===== src/hdl/sdx_pkg.sv =====
// Shared types, constants and character-class functions for the soundex encoder.
// No dependencies; every other file imports this package.
package sdx_pkg;

  // Digit codes kept per word by default, and digit fields on the result beat
  localparam int unsigned CODE_DIGITS_DEF = 4;
  localparam int unsigned OUT_CODES       = 4;
  localparam int unsigned CODE_W          = 3;

  // ASCII bounds and the stand-in lead for non-letters
  localparam logic [7:0] ASCII_UP_A   = 8'd65;
  localparam logic [7:0] ASCII_UP_Z   = 8'd90;
  localparam logic [7:0] ASCII_LO_A   = 8'd97;
  localparam logic [7:0] ASCII_LO_Z   = 8'd122;
  localparam logic [7:0] CASE_OFFSET  = 8'd32;
  localparam logic [7:0] LEAD_DEFAULT = 8'd90;

  // Digit code values
  localparam logic [CODE_W-1:0] CODE_NONE   = 3'd0;
  localparam logic [CODE_W-1:0] CODE_LABIAL = 3'd1;
  localparam logic [CODE_W-1:0] CODE_SIBIL  = 3'd2;
  localparam logic [CODE_W-1:0] CODE_DENTAL = 3'd3;
  localparam logic [CODE_W-1:0] CODE_LATERL = 3'd4;
  localparam logic [CODE_W-1:0] CODE_NASAL  = 3'd5;
  localparam logic [CODE_W-1:0] CODE_RHOTIC = 3'd6;

  typedef logic [CODE_W-1:0] code_t;

  typedef struct packed {
    logic [7:0] ch;
    logic       last;
  } char_beat_t;

  typedef struct packed {
    logic [7:0] lead_char;
    code_t      code_one;
    code_t      code_two;
    code_t      code_three;
    code_t      code_four;
  } code_beat_t;

  // Map a byte of either case to its digit code; anything else has none
  function automatic code_t letter_code(input logic [7:0] c);
    logic [7:0] lc;
    code_t      code;
    lc = (c >= ASCII_UP_A && c <= ASCII_UP_Z) ? c + CASE_OFFSET : c;
    unique case (lc)
      "b", "f", "p", "v":                     code = CODE_LABIAL;
      "c", "g", "j", "k", "q", "s", "x", "z": code = CODE_SIBIL;
      "d", "t":                               code = CODE_DENTAL;
      "l":                                    code = CODE_LATERL;
      "m", "n":                               code = CODE_NASAL;
      "r":                                    code = CODE_RHOTIC;
      default:                                code = CODE_NONE;
    endcase
    return code;
  endfunction

  // Upper-case a letter; any other byte becomes the default lead
  function automatic logic [7:0] lead_of(input logic [7:0] c);
    logic [7:0] lead;
    if (c >= ASCII_LO_A && c <= ASCII_LO_Z) begin
      lead = c - CASE_OFFSET;
    end else if (c >= ASCII_UP_A && c <= ASCII_UP_Z) begin
      lead = c;
    end else begin
      lead = LEAD_DEFAULT;
    end
    return lead;
  endfunction

endpackage


===== src/hdl/sdx_word.sv =====
// Per-word state of the soundex encoder: lead character, run tracking and digit store.
// Depends on sdx_pkg; presents the finished code of the word as it would stand
// after the current character.
module sdx_word import sdx_pkg::*; #(
  parameter int unsigned CODE_DIGITS = CODE_DIGITS_DEF
) (
  input  logic       clk,
  input  logic       rst,
  input  logic       accept,
  input  char_beat_t beat,
  output code_beat_t result
);

  localparam int unsigned CNT_W = $clog2(CODE_DIGITS + 1);

  logic             at_start;
  logic [7:0]       first_char;
  code_t            prev_code;
  logic [CNT_W-1:0] count;
  code_t            store [CODE_DIGITS];

  code_t            cur_code;
  logic             take;
  logic [7:0]       first_next;
  code_t            store_next [CODE_DIGITS];
  code_t            codes_out [OUT_CODES];

  // Classify the character and decide whether it fills a digit slot
  always_comb begin
    cur_code   = letter_code(beat.ch);
    take       = !at_start && (cur_code != CODE_NONE) && (cur_code != prev_code) &&
                 (count < CNT_W'(CODE_DIGITS));
    first_next = at_start ? beat.ch : first_char;
    for (int k = 0; k < CODE_DIGITS; k++) begin
      store_next[k] = (take && count == CNT_W'(k)) ? cur_code : store[k];
    end
  end

  // Route stored digits to the fixed result fields; missing digits pad with zero
  for (genvar k = 0; k < OUT_CODES; k++) begin : g_out
    if (k < CODE_DIGITS) begin : g_used
      assign codes_out[k] = store_next[k];
    end else begin : g_pad
      assign codes_out[k] = CODE_NONE;
    end
  end

  assign result.lead_char  = lead_of(first_next);
  assign result.code_one   = codes_out[0];
  assign result.code_two   = codes_out[1];
  assign result.code_three = codes_out[2];
  assign result.code_four  = codes_out[3];

  // Advance the word state; drop it all back to empty on the word's last beat
  always_ff @(posedge clk) begin
    if (rst || (accept && beat.last)) begin
      at_start   <= 1'b1;
      first_char <= '0;
      prev_code  <= CODE_NONE;
      count      <= '0;
      for (int k = 0; k < CODE_DIGITS; k++) begin
        store[k] <= CODE_NONE;
      end
    end else if (accept) begin
      at_start   <= 1'b0;
      first_char <= first_next;
      prev_code  <= cur_code;
      if (take) begin
        count <= count + CNT_W'(1);
      end
      for (int k = 0; k < CODE_DIGITS; k++) begin
        store[k] <= store_next[k];
      end
    end
  end

endmodule


===== src/hdl/soundex_encoder.sv =====
// Top level of the soundex encoder: input handshake, word state and result register.
// Depends on sdx_pkg and sdx_word.
//
//   channel  | payload      | direction | handshake
//   ---------+--------------+-----------+--------------------------
//   char     | char_beat_t  | in        | char_valid / char_stall
//   code     | code_beat_t  | out       | code_valid / code_stall
//
// One character is taken per cycle unless char_stall is high; the word state updates in that same cycle.
// The code of a word is in the result register in the cycle after its last character is taken.
// The character channel stalls only while a code waits in the result register and
// the receiver stalls too; the single result register sets that limit.
// Synchronous reset empties the word state and the result register.
module soundex_encoder import sdx_pkg::*; #(
  parameter int unsigned CODE_DIGITS = CODE_DIGITS_DEF
) (
  input  logic       clk,
  input  logic       rst,
  input  logic       char_valid,
  output logic       char_stall,
  input  char_beat_t char_beat,
  output logic       code_valid,
  input  logic       code_stall,
  output code_beat_t code_beat
);

  logic       char_take;
  code_beat_t word_code;

  // Hold the input only while a code is parked and not being taken
  assign char_stall = code_valid && code_stall;
  assign char_take  = char_valid && !char_stall;

  sdx_word #(
    .CODE_DIGITS(CODE_DIGITS)
  ) u_word (
    .clk    (clk),
    .rst    (rst),
    .accept (char_take),
    .beat   (char_beat),
    .result (word_code)
  );

  // Result register: load on a word's last beat, release when taken
  always_ff @(posedge clk) begin
    if (rst) begin
      code_valid <= 1'b0;
    end else if (char_take && char_beat.last) begin
      code_valid <= 1'b1;
    end else if (!code_stall) begin
      code_valid <= 1'b0;
    end
  end

  always_ff @(posedge clk) begin
    if (char_take && char_beat.last) begin
      code_beat <= word_code;
    end
  end

endmodule


===== config.mk =====
export PLATFORM = sky130hd
export DESIGN_NAME = soundex_encoder
export DESIGN_NICKNAME = d
export VERILOG_FILES = /design/src/hdl/sdx_pkg.sv /design/src/hdl/sdx_word.sv /design/src/hdl/soundex_encoder.sv
export SDC_FILE = /design/constraint.sdc
export NUM_CORES = 1
export LEC_CHECK = 0
export ABC_AREA = 1
export BUFFER_PORTS_ARGS = -buffer_cell sky130_fd_sc_hd__buf_2
export CAP_MARGIN = 0
export CELL_PAD_IN_SITES_DETAIL_PLACEMENT = 1
export CELL_PAD_IN_SITES_GLOBAL_PLACEMENT = 2
export CORE_MARGIN = 1.5
export CORE_UTILIZATION = 34
export DETAILED_ROUTE_END_ITERATION = 12
export PLACE_DENSITY_LB_ADDON = 0.1
export SLEW_MARGIN = 25
export SYNTH_ARGS = -nofsm -noshare
export SYNTH_HDL_FRONTEND = slang
export SYNTH_SLANG_ARGS = --single-unit

===== constraint.sdc =====
create_clock -name clk -period 2.6 [get_ports clk]
set_clock_uncertainty 0.05 [all_clocks]
set_input_delay 0.26 -clock clk [delete_from_list [all_inputs] [get_ports clk]]
set_output_delay 0.26 -clock clk [all_outputs]
set_load 0.1 [all_outputs]

=== Word-level counts from Yosys, hierarchy flattened ===
Memories as Yosys holds them, arrays and structs flattened.
Cells that the tools add are included.

* Register bits: 36
* Memory bits (writable): 12
* Input bits: 13
* Logic and storage cells: 91
* Memories: 1

* Add/subtract/negate cells: 3
* Order comparisons: 7
* Equal/unequal tests: 23
* Muxes and demuxes: 20
* Bitwise operators: 4
* Reduce and logical (&&, ||, !) cells: 23

{| class="wikitable"
|+ Memory list
! name !! depth !! width !! read ports !! clocked after Yosys merged registers in !! write ports !! line !! text
|-
| u_word.store || 4 || 3 || 4 || 0 || 4 || sdx_word.sv:20 || <nowiki>code_t store [CODE_DIGITS];</nowiki>
|}

{| class="wikitable"
|+ Operators by type and width
! operator !! number
|-
| $eq 8x7->1 const B || 18
|-
| $mux 8 || 4
|-
| $ge 8x7->1 const B || 3
|-
| $le 8x7->1 const B || 3
|-
| $mux 3 || 8
|-
| $pmux 3 s6 || 1
|-
| $logic_and 1x1->1 || 13
|-
| $add 8x6->8 const B || 1
|-
| $reduce_or 8->1 || 1
|-
| $sub 8x6->8 const B || 1
|-
| $mux 1 || 7
|-
| $eq 3x2->1 const B || 2
|-
| $or 1x1->1 || 4
|-
| $reduce_or 2->1 || 2
|-
| $reduce_or 4->1 || 1
|-
| $add 3x1->3 const B || 1
|-
| $eq 3x1->1 const B || 1
|-
| $logic_not 3->1 || 1
|-
| $lt 3x3->1 const B || 1
|-
| $ne 3x3->1 || 1
|-
| $reduce_bool 3->1 || 1
|-
| $logic_not 1->1 || 2
|-
| $ne 2x1->1 const B || 1
|-
| $reduce_and 2->1 || 1
|-
| $logic_or 1x1->1 || 1
|}

=== Logic depth before layout (Yosys ltp) ===
* Word-level depth: 13
* Depth in mapped cells: 19

=== Hierarchy ===
From an unflattened synthesis, not the netlist that was laid out.

* Cell total of the unflattened synthesis: 316
* Area total of the unflattened synthesis: 2622.5 um2

{| class="wikitable"
|+ Modules (own cells, without submodules)
! module !! instances !! cells each !! area each (um2)
|-
| sdx_word || 1 || 285 || 1956.9
|-
| soundex_encoder || 1 || 31 || 665.6
|}

=== Least setup slack after synthesis ===
No wires, ideal clock.

* Path type: reg-to-reg
* From: reg code_valid
* To: reg code_beat[0] (netlist bit) (enable)
* Data arrival time: 2009 ps
* Data required time: 2152 ps
* Path slack: 143 ps
* Cell stages (with the launch flop): 5
* Path buffers: 1
* Cell sequence: dfxtp_1 > nand2_1 > nand2_1 > clkbuf_1 > nor2_1

* Longest elaborated chain between the ends: 4

{| class="wikitable"
|+ Ends and longest elaborated chain
! element !! line !! text
|-
| start: declaration || soundex_encoder.sv:22 || <nowiki>output logic code_valid,</nowiki>
|-
| start signal: assignment || soundex_encoder.sv:47 || <nowiki>code_valid <= 1'b0;</nowiki>
|-
| start signal: assignment || soundex_encoder.sv:49 || <nowiki>code_valid <= 1'b1;</nowiki>
|-
| start signal: assignment || soundex_encoder.sv:51 || <nowiki>code_valid <= 1'b0;</nowiki>
|-
| $logic_and 1x1->1 || soundex_encoder.sv:31 || <nowiki>assign char_stall = code_valid && code_stall;</nowiki>
|-
| $logic_not 1->1 || soundex_encoder.sv:32 || <nowiki>assign char_take = char_valid && !char_stall;</nowiki>
|-
| $logic_and 1x1->1 || soundex_encoder.sv:32 ||
|-
| $logic_and 1x1->1 || soundex_encoder.sv:56 || <nowiki>if (char_take && char_beat.last) begin</nowiki>
|-
| end signal: assignment || soundex_encoder.sv:57 || <nowiki>code_beat <= word_code;</nowiki>
|-
| end: declaration || soundex_encoder.sv:24 || <nowiki>output code_beat_t code_beat</nowiki>
|}

Every way passes these cells.
A chain may end at the register's enable or synchronous reset.

==> summary.md <==
| Metric | Value |
|---|---|
| Cell variety after synth | 28 |
| RSZ-0062 raised after global routing | false |
| Total core area | 0.00733 mm^2 |
| Main flop type after synthesis | edfxtp_1 |
| Hold buffers post-CTS | 0 |
| Most frequent cells in the layout | nand2_1, inv_1, buf_2, edfxtp_1, nor2_1 |
| Detailed Routing Iterations Pass 1 | 4 |
| Hold path depth | 5 |
| Worst-Skew Late Latency | 300 ps |
| Largest cells by area after synthesis | edfxtp_1, dfxtp_1, nand2_1, inv_1, o21ai_0 |
| Nets | between 300 and 400 |
| Residual DRC count | 0 |
| Minimum clock period | 2200 ps |
| Fin Setup TNS | 0 ps |
| Clock Tree Root | clkbuf_8 |
| Max-slew headroom | 51.9% |
| First-pass GRT wire length | ~10000 um |
| Async SR Flop Fraction | 0% |
| Non-Filler Instances | 464 |
| # rows | 31 |
| CTS resizes | 0 |
| Cell mode on critical path | nand2_1 |
| WS Path Type | in -> reg |
| WL final | 6010 um |
| Clock sinks | 48 |
| Share of layout cells above drive strength 1 | 21.9% |
| Worst-path cell chain | buf_2 > ha_1 > a21boi_0 > o21ai_0 > nand3_2 > nand2_2 > nor2_2 > nand2_1 > nand2_1 > o21ai_0 > nand2_1 > nand3_4 > nand3_1 > nand2_1 > nand2_1 > nor2_1 |
| HPWL after detailed placement | 4590 um |
| Fin crit share | 84.6% |
| Inst Count DP | between 400 and 500 |
| Status | finished, final reports clean |
| Largest area contributor in the netlist | edfxtp_1 |
| Syn. warnings | 0 |
| Syn Nets | 338 |
| Clk buf depth | 2 |
| Crit end category | flop |
| Slowest stage delay, CP | around 260 ps |
| Antenna diodes | 0 |
| PwrDens | 595 mW/mm^2 |
| Peak Freq | 455 MHz |
| Buf+Inv Stages, Crit Path | 1 |
| Post-synth top area share | 36.9% |
| CTS Buf Count | 5 |
| CP startpoint kind | input pin |
| PortBufs | 34 |
| WP data arrival | 2210 ps |
| RD Place Congestion | 0.803 |
| Yosys reg bits | 48 |
| Worst-Margin Slew | 720 ps |
| Largest net degree at the start of global routing | 20 |
| Postcts setup bufs | 0 |
| Via density | 4.59 |
| Leakage | 0.00149 uW |
| Via count | 2132 |
| Family with the most delay on the worst path | simple AND/OR/NAND/NOR gates |
| Final Hold Fails | 0 |
| I/O pins | 35 |
| Register Area | 0.00128 mm^2 |
| Commonest non-fill, non-tap cell in the layout | nand2_1 |
| Stages on worst setup path | 16 |
| Cells after synthesis | 317 |
| R2R depth | 8 |
| Max Cap Viol | 0 |
| Multi-input gate area in the final layout | 0.00105 mm^2 |
| Total Routing Usage GR | 15.4% |
| Synthesized area per cell | 8.22 um^2 |
| Utilization after layout | 42.5% |
| Die span in x | 90.6 um |
| Synth Cell Area | roughly 0.0026 mm^2 |
| Crit Path Max Fanout | 13 |
| HP Class | in -> reg |
| Syn-to-layout area delta | 19.4% |
| DR WL/cell | about 13 um |
| Critical Path RT | roughly 2600 ps |
| Filler cells | 907 |
| CP max stage cell | ha_1 |
| Number of global-route vias before repair | approximately 2100 |
| Initial antenna violation count | 0 |
| Seq/Total Area, Yosys | around 49% |
| Final ANT Viol Nets | 0 |
| Slew Limit Fails | 0 |
| Total grt overflow | 0 |
| Htree depth | 2 |
| Die ar. | 0.00820 mm^2 |
| Worst vdd ir | around 0.28 mV |
| Initial Util | about 36% |
| EDFF count, synth | 32 |
| Die Ht | 90.6 um |
| CTS tree | built |
| Final Setup Violations | 0 |
| Worst-path clk slew | 90 ps |
| Iter 0 DRT Violations | 77 |
layer usage:
metal	global-route usage, %	part of all wire, %
met5	0	0
met4	3.97	0.85
met3	3.20	3.7
met2	24.9	45
met1	21.0	50
kinds of logic after synthesis:
| kind of cell | share of synthesized area (%) |
|---|---|
| AND/OR/NAND/NOR | 27.8 |
| adder cells (fa/ha/maj) | 3.84 |
| buffers and inverters | 10.8 |
| AO/OA/AOI/OAI | 7.63 |
| flip-flops | 49.2 |
| other | 0.144 |
| XOR/XNOR | 0.624 |
cell usage after synthesis, types with 5 or more instances:
library cell and n:
ha_1 8, nor2_2 6, nor2_1 31, nand2_1 69, clkbuf_1 5, edfxtp_1 32, nand4_1 15, dfxtp_1 16
o21ai_0 26, inv_1 59, nand3_1 18, nand2_2 8
registers in the layout (all words and copies together) (netlist names):
name,cells
u_word.count,3
u_word.prev_code,3
u_word.at_start,1
code_beat,20
u_word.store,12
u_word.first_char,8
code_valid,1
power breakdown:
part | internal, uW | switching, uW
Clock | 385 | 251
Sequential | 857 | 11.9
Combinational | 81.3 | 268
Total | 1320 | 530
worst paths after layout:
check                                     from                           endpoint  slack [ps]
min reg2reg  u_word.first_char[4]$_SDFFE_PP0P_  u_word.first_char[4]$_SDFFE_PP0P_         440
min                                 code_stall            code_valid$_SDFFE_PP0P_         260
max                               char_beat[6]   u_word.store[0][9]$_SDFFCE_PN0P_         400
max reg2reg       u_word.at_start$_SDFFE_PP1P_            code_beat[15]$_DFFE_PP_         470
worst min-delay path, delay by kind of cell:
kind,cells,cell delay [ps]
compound gates,1,80
simple gates,1,60
buf+inv,3,180
metrics by stage:
step                hold WS, ps  instance area, um^2  setup WS, ps  total power [uW]
floorplan                   398                 2610           143              1150
global placement            407                 2980           118              1230
detailed placement          419                 2980          60.5              1240
CTS                         254                 3110           377              1880
global route                317                 3110           163              1930
finish                      260                 3110           400              1850
area by class of cell:
type	count	share of cell area, %
multi-input combinational	200	33.6
clock inverter	2	1.93
tap	99	3.98
inverter	61	7.36
timing repair buffer	48	9.65
sequential	48	41.2
clock buffer	6	2.33
Note: power is estimated with default switching activity, not from simulation.
